### src/nprm_pkg.sv
// Shared types and constants of the NAPOT protection region manager.
// Used by the top level; no dependencies.
`timescale 1ns / 1ps

package nprm_pkg;

	localparam int unsigned WORD_W     = 64;
	localparam int unsigned ORDER_W    = 7;
	localparam int unsigned PERM_W     = 3;
	localparam int unsigned INDEX_W    = 4;
	localparam int unsigned STATUS_W   = 3;
	localparam int unsigned COUNT_W    = 5;
	localparam int unsigned LOCK_W     = 16;
	localparam int unsigned LOCK_IDX_W = 4;
	localparam int unsigned CFG_IDX_W  = 1;
	localparam int unsigned CFG_DATA_W = 16;

	localparam logic [COUNT_W-1:0] ENTRIES_RESET = 5'd16;

	// Configuration register indexes
	localparam logic [CFG_IDX_W-1:0] CFG_ENTRIES_IN_USE = 1'b0;
	localparam logic [CFG_IDX_W-1:0] CFG_LOCKED_ENTRIES = 1'b1;

	typedef enum logic {
		OP_SET = 1'b0,
		OP_GET = 1'b1
	} op_t;

	typedef enum logic [STATUS_W-1:0] {
		ST_OK        = 3'd0,
		ST_INVALID   = 3'd1,
		ST_DENIED    = 3'd2,
		ST_NO_SPACE  = 3'd3,
		ST_NOT_FOUND = 3'd4
	} status_t;

	typedef enum logic [2:0] {
		S_IDLE,
		S_DEC,
		S_END,
		S_ORDER,
		S_CHECK,
		S_SCAN,
		S_RESOLVE,
		S_DONE
	} state_t;

	typedef struct packed {
		op_t               opcode;
		logic [WORD_W-1:0] region_addr;
		logic [WORD_W-1:0] region_len;
		logic [WORD_W-1:0] perm_request;
	} req_t;

	typedef struct packed {
		status_t            status;
		logic [INDEX_W-1:0] entry_index;
		logic [PERM_W-1:0]  perm_result;
	} rsp_t;

	// Number of significant bits in a byte (0 for zero)
	function automatic logic [3:0] bit_len8(input logic [7:0] v);
		logic [3:0] len;
		len = 4'd0;
		for (int i = 0; i < 8; i++) begin
			if (v[i]) begin
				len = 4'(i + 1);
			end
		end
		return len;
	endfunction

endpackage

### src/nprm_ram.sv
// Generic single-port-write, single-port-read RAM with registered read data.
// No dependencies.
`timescale 1ns / 1ps

module nprm_ram #(
	parameter int unsigned WIDTH = 8,
	parameter int unsigned DEPTH = 16,
	localparam int unsigned AW = (DEPTH > 1) ? $clog2(DEPTH) : 1
) (
	input  logic             clk,
	input  logic             we,
	input  logic [AW-1:0]    waddr,
	input  logic [WIDTH-1:0] wdata,
	input  logic             re,
	input  logic [AW-1:0]    raddr,
	output logic [WIDTH-1:0] rdata
);

	logic [WIDTH-1:0] mem_q [DEPTH];
	logic [WIDTH-1:0] rdata_q;

	always_ff @(posedge clk) begin
		if (we) begin
			mem_q[waddr] <= wdata;
		end
		if (re) begin
			rdata_q <= mem_q[raddr];
		end
	end

	assign rdata = rdata_q;

endmodule

### src/napot_protection_region_manager.sv
// Top level of the NAPOT protection region manager: sequencer, shared adder,
// order search, entry scan and configuration registers.
// Depends on nprm_pkg and nprm_ram.
`timescale 1ns / 1ps

// One set or get request is handled at a time; req_stall stays high from
// acceptance until the response has been loaded into the output register.
// A request is rejected once its size and permission bits are checked, or
// once its window is checked; otherwise it goes on through the order search,
// one step per byte of region_len - 1, and then the entry scan, one read per
// entry from the registered-output entry RAM, ending early on a match. A
// stalled earlier response must leave the output register before the next
// response is loaded. A 64-bit adder is shared between the size and end
// computations, and the entry RAM has a single read port.
// Entry flags clear at reset, so no clearing pass is needed. The response
// waits in an output register; the next request may be accepted while it is
// still stalled.
module napot_protection_region_manager #(
	parameter int unsigned MAX_ENTRIES = 16,
	parameter int unsigned ADDR_WIDTH  = 64
) (
	input  logic                             clk,
	input  logic                             arst_n,
	input  logic                             req_valid,
	output logic                             req_stall,
	input  nprm_pkg::req_t                   req,
	output logic                             rsp_valid,
	input  logic                             rsp_stall,
	output nprm_pkg::rsp_t                   rsp,
	input  logic                             cfg_we,
	input  logic [nprm_pkg::CFG_IDX_W-1:0]  cfg_index,
	input  logic [nprm_pkg::CFG_DATA_W-1:0] cfg_wdata
);

	localparam int unsigned IDX_W  = (MAX_ENTRIES > 1) ? $clog2(MAX_ENTRIES) : 1;
	localparam int unsigned CNT_W  = $clog2(MAX_ENTRIES + 1);
	localparam int unsigned ENT_W  = ADDR_WIDTH + nprm_pkg::ORDER_W + nprm_pkg::PERM_W;
	localparam logic [nprm_pkg::WORD_W-1:0] ADDR_MASK = (ADDR_WIDTH >= 64) ? '1 :
		((64'd1 << ADDR_WIDTH) - 64'd1);

	nprm_pkg::state_t state_q, state_d;

	// Configuration
	logic [nprm_pkg::COUNT_W-1:0] entries_q;
	logic [nprm_pkg::LOCK_W-1:0]  locked_q;
	logic [CNT_W-1:0]             n_entries;

	// Request and normalization
	nprm_pkg::req_t                 req_q;
	logic [nprm_pkg::WORD_W-1:0]    addr_m;
	logic [nprm_pkg::WORD_W-1:0]    add_a, add_b;
	logic [nprm_pkg::WORD_W:0]      add_sum;
	logic [nprm_pkg::WORD_W-1:0]    sh_q;
	logic [nprm_pkg::WORD_W-1:0]    end_q;
	logic                           wrap_q;
	logic [nprm_pkg::ORDER_W-1:0]   k_q, k_eff;
	logic [nprm_pkg::WORD_W-1:0]    win_mask;
	logic                           ck_full, ck_bad;
	logic                           dec_bad;
	logic [ADDR_WIDTH-1:0]          base_q;
	logic [nprm_pkg::ORDER_W-1:0]   order_q;

	// Scan
	logic [MAX_ENTRIES-1:0]         active_q;
	logic [CNT_W-1:0]               issue_q;
	logic                           pend_s1;
	logic [IDX_W-1:0]               pend_idx_s1;
	logic                           free_found_q;
	logic [IDX_W-1:0]               free_idx_q;
	logic                           hit_q;
	logic [IDX_W-1:0]               hit_idx_q;
	logic [nprm_pkg::PERM_W-1:0]    hit_perm_q;
	logic                           hit_now;
	logic                           issue_more;
	logic                           locked_hit;

	// Entry RAM
	logic                           ram_we, ram_re;
	logic [IDX_W-1:0]               ram_waddr;
	logic [ENT_W-1:0]               ram_wdata, ram_rdata;
	logic [ADDR_WIDTH-1:0]          rd_base;
	logic [nprm_pkg::ORDER_W-1:0]   rd_order;
	logic [nprm_pkg::PERM_W-1:0]    rd_perm;

	// Result
	nprm_pkg::rsp_t                 res_d, res_q, rsp_q;
	logic                           res_load, rsp_load;
	logic                           rsp_valid_q;

	// Configuration registers
	always_ff @(posedge clk or negedge arst_n) begin
		if (!arst_n) begin
			entries_q <= nprm_pkg::ENTRIES_RESET;
			locked_q  <= '0;
		end else if (cfg_we) begin
			case (cfg_index)
				nprm_pkg::CFG_ENTRIES_IN_USE: entries_q <= cfg_wdata[nprm_pkg::COUNT_W-1:0];
				nprm_pkg::CFG_LOCKED_ENTRIES: locked_q  <= cfg_wdata[nprm_pkg::LOCK_W-1:0];
				default: ;
			endcase
		end
	end

	// Saturate the scan length at the implemented entry count
	always_comb begin
		if (7'(entries_q) > 7'(MAX_ENTRIES)) begin
			n_entries = CNT_W'(MAX_ENTRIES);
		end else begin
			n_entries = CNT_W'(entries_q);
		end
	end

	assign addr_m = req_q.region_addr & ADDR_MASK;

	// Shared adder: size - 1 first, then addr + (size - 1)
	always_comb begin
		if (state_q == nprm_pkg::S_DEC) begin
			add_a = req_q.region_len;
			add_b = '1;
		end else begin
			add_a = addr_m;
			add_b = sh_q;
		end
	end
	assign add_sum = {1'b0, add_a} + {1'b0, add_b};

	// Carry clear means size was zero
	assign dec_bad = !add_sum[nprm_pkg::WORD_W] ||
		(req_q.opcode == nprm_pkg::OP_SET &&
		 (|req_q.perm_request[nprm_pkg::WORD_W-1:nprm_pkg::PERM_W]));

	// Window checks
	assign k_eff = (k_q < 7'd2) ? 7'd2 : k_q;
	always_comb begin
		for (int j = 0; j < nprm_pkg::WORD_W; j++) begin
			win_mask[j] = (7'(j) < k_eff);
		end
	end
	assign ck_full = (k_eff == 7'(ADDR_WIDTH));
	assign ck_bad  = (k_eff > 7'(ADDR_WIDTH)) ||
		(!ck_full && (wrap_q || (|(end_q & ~ADDR_MASK)) ||
		              (|((end_q ^ addr_m) & ~win_mask))));

	// Entry RAM word: {base, order, perm}
	assign rd_perm  = ram_rdata[nprm_pkg::PERM_W-1:0];
	assign rd_order = ram_rdata[nprm_pkg::PERM_W +: nprm_pkg::ORDER_W];
	assign rd_base  = ram_rdata[nprm_pkg::PERM_W + nprm_pkg::ORDER_W +: ADDR_WIDTH];
	assign ram_wdata = {base_q, order_q, req_q.perm_request[nprm_pkg::PERM_W-1:0]};

	assign issue_more = (issue_q < n_entries);
	assign hit_now = pend_s1 && active_q[pend_idx_s1] &&
		(rd_base == base_q) && (rd_order == order_q);
	assign locked_hit = (7'(hit_idx_q) < 7'(nprm_pkg::LOCK_W)) &&
		locked_q[nprm_pkg::LOCK_IDX_W'(hit_idx_q)];

	nprm_ram #(
		.WIDTH(ENT_W),
		.DEPTH(MAX_ENTRIES)
	) u_entry_ram (
		.clk  (clk),
		.we   (ram_we),
		.waddr(ram_waddr),
		.wdata(ram_wdata),
		.re   (ram_re),
		.raddr(issue_q[IDX_W-1:0]),
		.rdata(ram_rdata)
	);

	// State register
	always_ff @(posedge clk or negedge arst_n) begin
		if (!arst_n) begin
			state_q <= nprm_pkg::S_IDLE;
		end else begin
			state_q <= state_d;
		end
	end

	// Next state and control
	always_comb begin
		state_d   = state_q;
		ram_re    = 1'b0;
		ram_we    = 1'b0;
		ram_waddr = hit_idx_q;
		res_load  = 1'b0;
		rsp_load  = 1'b0;
		res_d     = '{status: nprm_pkg::ST_OK, entry_index: '0, perm_result: '0};
		case (state_q)
			nprm_pkg::S_IDLE: begin
				if (req_valid) begin
					state_d = nprm_pkg::S_DEC;
				end
			end
			nprm_pkg::S_DEC: begin
				if (dec_bad) begin
					res_load     = 1'b1;
					res_d.status = nprm_pkg::ST_INVALID;
					state_d      = nprm_pkg::S_DONE;
				end else begin
					state_d = nprm_pkg::S_END;
				end
			end
			nprm_pkg::S_END: begin
				state_d = nprm_pkg::S_ORDER;
			end
			nprm_pkg::S_ORDER: begin
				if (sh_q[nprm_pkg::WORD_W-1:8] == '0) begin
					state_d = nprm_pkg::S_CHECK;
				end
			end
			nprm_pkg::S_CHECK: begin
				if (ck_bad) begin
					res_load     = 1'b1;
					res_d.status = nprm_pkg::ST_INVALID;
					state_d      = nprm_pkg::S_DONE;
				end else begin
					state_d = nprm_pkg::S_SCAN;
				end
			end
			nprm_pkg::S_SCAN: begin
				ram_re = issue_more;
				// Stop on a match, or once the last read has been examined
				if (hit_now || (!pend_s1 && !issue_more)) begin
					state_d = nprm_pkg::S_RESOLVE;
				end
			end
			nprm_pkg::S_RESOLVE: begin
				res_load = 1'b1;
				state_d  = nprm_pkg::S_DONE;
				if (req_q.opcode == nprm_pkg::OP_GET) begin
					if (hit_q) begin
						res_d.entry_index = nprm_pkg::INDEX_W'(hit_idx_q);
						res_d.perm_result = hit_perm_q;
					end else begin
						res_d.status = nprm_pkg::ST_NOT_FOUND;
					end
				end else if (hit_q) begin
					if (locked_hit) begin
						res_d.status = nprm_pkg::ST_DENIED;
					end else begin
						ram_we            = 1'b1;
						ram_waddr         = hit_idx_q;
						res_d.entry_index = nprm_pkg::INDEX_W'(hit_idx_q);
					end
				end else if (free_found_q) begin
					ram_we            = 1'b1;
					ram_waddr         = free_idx_q;
					res_d.entry_index = nprm_pkg::INDEX_W'(free_idx_q);
				end else begin
					res_d.status = nprm_pkg::ST_NO_SPACE;
				end
			end
			nprm_pkg::S_DONE: begin
				if (!rsp_valid_q || !rsp_stall) begin
					rsp_load = 1'b1;
					state_d  = nprm_pkg::S_IDLE;
				end
			end
			default: begin
				state_d = nprm_pkg::S_IDLE;
			end
		endcase
	end

	// Control registers
	always_ff @(posedge clk or negedge arst_n) begin
		if (!arst_n) begin
			active_q    <= '0;
			pend_s1     <= 1'b0;
			rsp_valid_q <= 1'b0;
		end else begin
			if (ram_we) begin
				active_q[ram_waddr] <= 1'b1;
			end
			pend_s1 <= ram_re;
			if (rsp_load) begin
				rsp_valid_q <= 1'b1;
			end else if (!rsp_stall) begin
				rsp_valid_q <= 1'b0;
			end
		end
	end

	// Datapath registers
	always_ff @(posedge clk) begin
		case (state_q)
			nprm_pkg::S_IDLE: begin
				if (req_valid) begin
					req_q <= req;
				end
			end
			nprm_pkg::S_DEC: begin
				sh_q <= add_sum[nprm_pkg::WORD_W-1:0];
				k_q  <= '0;
			end
			nprm_pkg::S_END: begin
				end_q  <= add_sum[nprm_pkg::WORD_W-1:0];
				wrap_q <= add_sum[nprm_pkg::WORD_W];
			end
			nprm_pkg::S_ORDER: begin
				// Advance one byte per cycle, finish with the top byte's length
				if (sh_q[nprm_pkg::WORD_W-1:8] != '0) begin
					sh_q <= sh_q >> 8;
					k_q  <= k_q + 7'd8;
				end else begin
					k_q <= k_q + 7'(nprm_pkg::bit_len8(sh_q[7:0]));
				end
			end
			nprm_pkg::S_CHECK: begin
				base_q       <= ck_full ? '0 : ADDR_WIDTH'(addr_m & ~win_mask);
				order_q      <= k_eff;
				issue_q      <= '0;
				free_found_q <= 1'b0;
				hit_q        <= 1'b0;
			end
			nprm_pkg::S_SCAN: begin
				if (ram_re) begin
					issue_q     <= issue_q + CNT_W'(1);
					pend_idx_s1 <= issue_q[IDX_W-1:0];
				end
				if (pend_s1 && !active_q[pend_idx_s1] && !free_found_q) begin
					free_found_q <= 1'b1;
					free_idx_q   <= pend_idx_s1;
				end
				if (hit_now) begin
					hit_q      <= 1'b1;
					hit_idx_q  <= pend_idx_s1;
					hit_perm_q <= rd_perm;
				end
			end
			default: ;
		endcase
		if (res_load) begin
			res_q <= res_d;
		end
		if (rsp_load) begin
			rsp_q <= res_q;
		end
	end

	assign req_stall = (state_q != nprm_pkg::S_IDLE);
	assign rsp_valid = rsp_valid_q;
	assign rsp       = rsp_q;

`ifndef SYNTHESIS
	a_hit_active: assert property (@(posedge clk) disable iff (!arst_n)
		(state_q == nprm_pkg::S_RESOLVE && hit_q) |-> active_q[hit_idx_q])
		else $error("matched entry is not active");

	a_hit_in_range: assert property (@(posedge clk) disable iff (!arst_n)
		(state_q == nprm_pkg::S_RESOLVE && hit_q) |-> (7'(hit_idx_q) < 7'(n_entries)))
		else $error("matched entry lies beyond the scan length");

	a_free_inactive: assert property (@(posedge clk) disable iff (!arst_n)
		(state_q == nprm_pkg::S_RESOLVE && free_found_q) |-> !active_q[free_idx_q])
		else $error("free entry chosen for fill is active");

	a_rsp_from_done: assert property (@(posedge clk) disable iff (!arst_n)
		$rose(rsp_valid) |-> $past(state_q == nprm_pkg::S_DONE))
		else $error("response raised outside the done state");
`endif

endmodule
### config.mk
export PLATFORM = sky130hd
export DESIGN_NAME = napot_protection_region_manager
export DESIGN_NICKNAME = d
export VERILOG_FILES = /design/src/nprm_pkg.sv /design/src/nprm_ram.sv /design/src/napot_protection_region_manager.sv
export SDC_FILE = /design/constraint.sdc
export NUM_CORES = 2
export LEC_CHECK = 0
export BUFFER_PORTS_ARGS = -buffer_cell sky130_fd_sc_hd__buf_4
export CAP_MARGIN = 20
export CORE_ASPECT_RATIO = 1.5
export CORE_MARGIN = 5
export CORE_UTILIZATION = 30
export CTS_CLUSTER_SIZE = 40
export DETAILED_ROUTE_END_ITERATION = 10
export SYNTH_ARGS = -nofsm -noshare
export SYNTH_HDL_FRONTEND = slang
export SYNTH_SLANG_ARGS = --single-unit
export TNS_END_PERCENT = 1
### constraint.sdc
create_clock -name clk -period 23.1 [get_ports clk]
set_input_delay 3.465 -clock clk [delete_from_list [all_inputs] [get_ports clk]]
set_output_delay 3.465 -clock clk [all_outputs]
set_load 0.02 [all_outputs]
# Yosys cells after proc, flatten, opt, wreduce, memory -nomap -nowiden
# Memory sizes are Yosys's and may differ from the RTL's. A register that Yosys moved wholly into a read port is not among the register bits.
# Cells that the tools add are included.
# Widths: inputs -> output; s select.
# totals
n_memories,1
output_inout_bits,12
regBits,484
word_cells,241
in_bits,215
ramBits,1184
# mem_list
memory,words,width,read_ports,rd_ports_with_merged_regs,wr,line_no,rtl
u_entry_ram.mem_q,16,74,1,1,1,nprm_ram.sv:19,logic [WIDTH-1:0] mem_q [DEPTH];
# op_classes
muxes,67
magnitude_cmp,72
n_reduce_logical,42
bitwise,7
addsub,4
eq_ne,19
# ops
op,count
$lt 6x7->1 const A,32
$mux 64,3
$and 64x64->64,2
$pmux 64 s2,1
$lt 5x7->1 const A,16
$add 64x64->65,1
$eq 64x64->1,1
$not 64->64,1
$reduce_or 64->1,1
$xor 64x64->64,1
$reduce_or 61->1,1
$mux 4,15
$logic_not 56->1,1
$lt 4x7->1 const A,8
$reduce_bool 56->1,1
$mux 7,5
$lt 3x7->1 const A,4
$pmux 3 s8,1
$mux 1,22
$reduce_and 2->1,10
$mux 3,6
$ne 2x2->1 const B,8
$or 16x16->16,1
$lt 4x5->1 const B,3
34 further kinds,66

# Logic depth before layout (Yosys ltp)
# depth
depth_word,13
ltp_mapped,19
mapped_depth_nobuf,17

# Modules after synthesis
# Synthesis repeated with hierarchy kept, for this count alone.
# unflattened
cells_unflattened,3991
hier_area_um2,71489.8
# by_module_without_submodules
module,seq_area_each_um2,instances,cells_each,area_per_inst_um2
nprm_ram,37776.2,1,1901,46494.6
napot_protection_region_manager,14325.0,1,2090,24995.2

# Least setup slack after synthesis
# OpenSTA, ideal clock, no wires.
# synth_path
kind,in2reg
startpoint,input req_valid
endpoint,"register req_q, in the netlist addr_m[0] (enable)"
path_slack_ns,10.917
arrival_time_ns,11.433
stages,2
cell_sequence,inv_1 -> nor2_1
# synth_between
elab_chain_len,1
# synth_lines
item,line_no,rtl
"start, declared",napot_protection_region_manager.sv:24,"input logic req_valid,"
$reduce_and 2->1 (no line),--,
"end signal, assigned",napot_protection_region_manager.sv:288,req_q <= req;
"end, declared",napot_protection_region_manager.sv:49,nprm_pkg::req_t req_q;
# No other way between the ends.
# A chain may end at the register's enable or synchronous reset.

# Worst setup path in the final report
# layout_path
startpoint,register state_q[2]
endpoint,register res_q[7] (netlist bit) (enable)
# layout_between
elab_chain_len,7
elab_cells_between_ends,10
# layout_lines
item,line_no,rtl
"start, declared",napot_protection_region_manager.sv:41,"nprm_pkg::state_t state_q, state_d;"
"start signal, assigned",napot_protection_region_manager.sv:172,state_q <= nprm_pkg::S_IDLE;
"start signal, assigned",napot_protection_region_manager.sv:174,state_q <= state_d;
$eq 3x1->1,"napot_protection_region_manager.sv:117, napot_protection_region_manager.sv:187",
$mux 64,napot_protection_region_manager.sv:117,if (state_q == nprm_pkg::S_DEC) begin
$add 64x64->65,napot_protection_region_manager.sv:125,"assign add_sum = {1'b0, add_a} + {1'b0, add_b};"
$logic_not 1->1,napot_protection_region_manager.sv:128,assign dec_bad = !add_sum[nprm_pkg::WORD_W] ||
$logic_or 1x1->1,napot_protection_region_manager.sv:128,
$mux 1,napot_protection_region_manager.sv:194,if (dec_bad) begin
$pmux 1 s3 (*),napot_protection_region_manager.sv:187,case (state_q)
named net res_load,napot_protection_region_manager.sv:87,"logic res_load, rsp_load;"
"end signal, assigned",napot_protection_region_manager.sv:333,res_q <= res_d;
"end, declared",napot_protection_region_manager.sv:86,"nprm_pkg::rsp_t res_d, res_q, rsp_q;"
# The timed path passes the listed nets; every way through them passes the cells marked *.

==> summary.txt <==
LOGIC SYNTHESIS
-------------------------------------------------------------------------------
Distinct cells, synth                                                        78
Portion of the post-synthesis area used by sequential elements            0.728
Yosys Warn Count                                                              0
Number of storage elements in the synthesis netlist                        1742
Avg Inst Size Synth                                                   18.0 um^2
Dominant register cell in the synthesized netlist                      edfxtp_1
Post-synth EDFFs                                                           1700
Number of nets in the synthesized netlist                                  4260
Async set or reset register ratio after synthesis                        0.0241
Post-Syn Instances                                                         3967
Syn Std Cell Area                                                    71500 um^2

PLACEMENT
-------------------------------------------------------------------------------
Placed insts                                                               7201
Placer's final routability congestion estimate                            0.934
IO buf count                                                                226
HPWL reported at the end of detailed placement                           129 mm

STA
-------------------------------------------------------------------------------
Final setup violation count                                                   0
Clock period minus worst slack                                          6520 ps
Setup repair after global routing missed its margin                       false
Total Negative Setup Slacks                                                0 ps
Max-slew violations                                                           0
Normalized max-slew margin                                                0.204
Layout Skew                                                             57.7 ps
Post-route clock period utilization                                       0.282
Number of endpoints with negative hold slack in the final report              0
Final Hold Slack                                                         423 ps
Actual slew at the worst max-slew pin                                   1190 ps
Max Clock Freq                                                        0.153 GHz

LAYOUT
-------------------------------------------------------------------------------
FF+latch area                                                        52100 um^2
Layout cells sized above 1                                                0.243
Number of nets at the end of the flow                                      4564
Growth of design area from synthesis to finish                            15.0%
Combined area of the multi-input logic cells                         18800 um^2
Filler cells                                                              22325
Final cell count without fillers                                           7481

RUN
-------------------------------------------------------------------------------
# Max-Cap Violations                                                          0

POWER
-------------------------------------------------------------------------------
Combinational Power Share                                                 0.336
Switching fraction of total power                                         0.341
Static leakage                                                        0.0269 uW
Sequential power share                                                    0.419
Clock share of power                                                      0.245
Power per cell area                                                 128 nW/um^2
Worst VDD drop                                                      0.0000960 V
Net load switching power                                                3600 uW
Internal                                                                6960 uW
Tot Pwr                                                                10600 uW

CRITICAL PATH
-------------------------------------------------------------------------------
Critical-path maximum fanout                                                105
Sort of element at the end of the critical path                        register
Data arrival, critical path                                             6900 ps
Path type of the worst setup path                                    reg -> reg
Worst reg-to-reg path cell count                                             15
Worst setup slack for register-to-register paths                       16580 ps
Sort of element at the start of the critical path                      register
Capture instance of the worst register-to-register path            res_q[7]$_DFFE_PP_
Worst EP required                                                      23480 ps
Launch point of the critical path                                  state_q[2]$_DFFE_PN0P_
Beginning of the worst register-to-register path                   state_q[2]$_DFFE_PN0P_
Capture point of the worst path                                    res_q[7]$_DFFE_PP_

CTS
-------------------------------------------------------------------------------
TritonCTS clock tree                                                        yes
Quantity of hold-fixing buffers added after cts                               0
Insertion delay of the later-clocked pin in the worst-skew pair          810 ps
Number of clock buffers inserted by TritonCTS                               162
H-tree levels                                                                 4
Clock tree buffer depth                                                       4
Setup bufs post-CTS                                                           0
Num Clock Sinks                                                            1742
Clock transition at the registers of the reported paths                   70 ps
Root buffer selected by CTS                                           clkbuf_16
Post-CTS Resized                                                              0

FLOORPLANNING
-------------------------------------------------------------------------------
Core Region                                                         237000 um^2
Die area                                                            249000 um^2
Die Y                                                                    608 um
Placement row count                                                         219
Initial cell density of the core                                          0.302
X dimension of the die                                                   409 um
Top-Level Pins                                                              227

GLOBAL ROUTE
-------------------------------------------------------------------------------
Global-route wire length before repair                                   287 mm
GR Util met3                                                             0.0153
Pin count of the biggest net entering global routing                        106
Total congestion overflow after global routing                                0
Vias in the first global route                                            40031
Initial antenna violation count                                               1
Met1 usage                                                                0.184
Met2 GRT Util                                                             0.291
Total routing usage reported by global routing                            0.157
Most utilized layer in the global route result                             met2

DRT
-------------------------------------------------------------------------------
Number of routed nets with antenna violations                                 0
DRC viols                                                                     0
Routed vias                                                               38092
Detailed-routing iteration count for the pre-antenna-repair pass              5
Iteration-0 DRC Markers                                                    3267
DR WL/cell                                                              26.8 um
Post-DR vias/cell                                                          5.09
Total length of routed wires                                             200 mm

RUN STATUS
-------------------------------------------------------------------------------
Run status                                                         finished clean

WORST HOLD PATH
-------------------------------------------------------------------------------
Type of the tightest min-delay check                                 reg -> reg

## cell usage in the layout, fill, tap and decap left out, drive strengths merged, types with 11 or more instances in the layout
master	Yosys	layout
o21bai	13	13
a211oi	20	20
mux4	379	379
nand2b	24	24
bufinv	0	12
xnor2	100	100
clkbuf	130	201
a31oi	17	17
nor2	121	121
edfxtp	1700	1700
a21o	32	32
or2	88	88
mux2	36	36
o22ai	11	11
nand3	31	31
a21oi	128	128
and2	24	24
buf	41	311
o21a	19	19
nand2	424	424
ha	76	76
nor3	24	24
nor4	46	46
inv	54	62
o211ai	14	14
clkinv	1	53
nor2b	31	31
o21ai	66	66
xor2	76	76
and3	29	29
dfrtp	41	41
nand4	40	40
## worst max-delay path: stages, from the launching register on
cell      delay (ps)
dfrtp_1          490
nand2b_1         330
nor2_4           470
buf_4            810
or2_2            250
ha_1             290
a21oi_1          200
o21ai_0          230
a21oi_1          240
a41oi_1          160
a211oi_2         450
o22ai_1          350
nor4_1           410
buf_4            200
nor3_1           110
o211ai_1         980
## per-stage QoR
stage | setup WS (ps) | instance area, um^2 | utilization
floorplan | 10920 | 71500 | -
global placement | 16670 | 77300 | 0.326
detailed placement | 16580 | 77300 | 0.326
CTS | 16540 | 82300 | 0.347
global route | 16160 | 82300 | 0.347
finish | 16580 | 82300 | 0.347
## cell usage after synthesis, drive strengths merged, types with 32 or more instances
| master | instances | area (um^2) |
|---|---|---|
| inv | 54 | 203 |
| mux2 | 36 | 405 |
| or2 | 88 | 551 |
| xnor2 | 100 | 876 |
| xor2 | 76 | 666 |
| dfrtp | 41 | 1030 |
| nor4 | 46 | 294 |
| ha | 76 | 951 |
| clkbuf | 130 | 489 |
| nand2 | 424 | 1590 |
| edfxtp | 1700 | 51000 |
| mux4 | 379 | 8540 |
| o21ai | 66 | 330 |
| a21o | 32 | 240 |
| buf | 41 | 166 |
| nand4 | 40 | 250 |
| a21oi | 128 | 656 |
| nor2 | 121 | 454 |
## routing by layer
metal	share of wire	wire, um	vias up
met5	0	0	-
met4	0.049	9890	0
met3	0.042	8450	376
met2	0.53	107000	1240
met1	0.37	75000	20103
li1	-	-	16373
## sequential cells by signal, summed over array words and instances, names as in the netlist, 3 cells and up
signal,cells
free_idx_q,4
active_q,16
u_entry_ram.mem_q,1184
res_q,10
u_entry_ram.rdata,74
addr_m,64
entries_q,5
locked_q,16
order_q,7
k_q,7
hit_perm_q,3
end_q,64
req_q,126
sh_q,64
ram_wdata,3
pend_idx_s1,4
hit_idx_q,4
issue_q,5
base_q,64
state_q,3
rsp,10
## how the worst min path moves through the flow
stage | start | to | slack, ps | cells after the start
2_1_floorplan | u_entry_ram.rdata[0]$_DFFE_PP_ | hit_perm_q[0]$_DFFE_PP_ | 400 | 0
3_5_place_dp | res_q[0]$_SDFFCE_PN0P_ | rsp[0]$_DFFE_PP_ | 410 | 0
6_report | res_q[6]$_SDFFCE_PN0P_ | rsp[6]$_DFFE_PP_ | 420 | 0
5_1_grt | res_q[0]$_SDFFCE_PN0P_ | rsp[0]$_DFFE_PP_ | 440 | 0
3_3_place_gp | res_q[6]$_SDFFCE_PN0P_ | rsp[6]$_DFFE_PP_ | 400 | 0
4_1_cts | res_q[6]$_SDFFCE_PN0P_ | rsp[6]$_DFFE_PP_ | 420 | 0
## cells by family after synthesis
logic type	share of synthesized area
AND/OR/NAND/NOR	0.0608
AO/OA/AOI/OAI	0.0373
flip-flops	0.728
buffers and inverters	0.0120
XOR/XNOR	0.0215
multiplexers	0.126
adder cells (fa/ha/maj)	0.0139
## layout make-up
class / instances / area share
Clock inverter: 76 / 0.00861
Inverter: 55 / 0.00252
Sequential cell: 1742 / 0.633
Clock buffer: 201 / 0.0517
Timing Repair Buffer: 311 / 0.0286
Antenna cell: 3 / 0.0000912
Multi-Input combinational cell: 1999 / 0.228
Tap cell: 3094 / 0.0470
## power groups by stage
stage / Sequential, uW / Clock (uW) / Combinational (uW)
CTS: 4430 / 2640 / 3560
detailed placement: 4490 / 0 / 3540
global placement: 4480 / 0 / 3540
floorplan: 4350 / 0 / 2450
finish: 4430 / 2590 / 3550
global route: 4460 / 2760 / 3820
(Power assumes the default switching activity.)
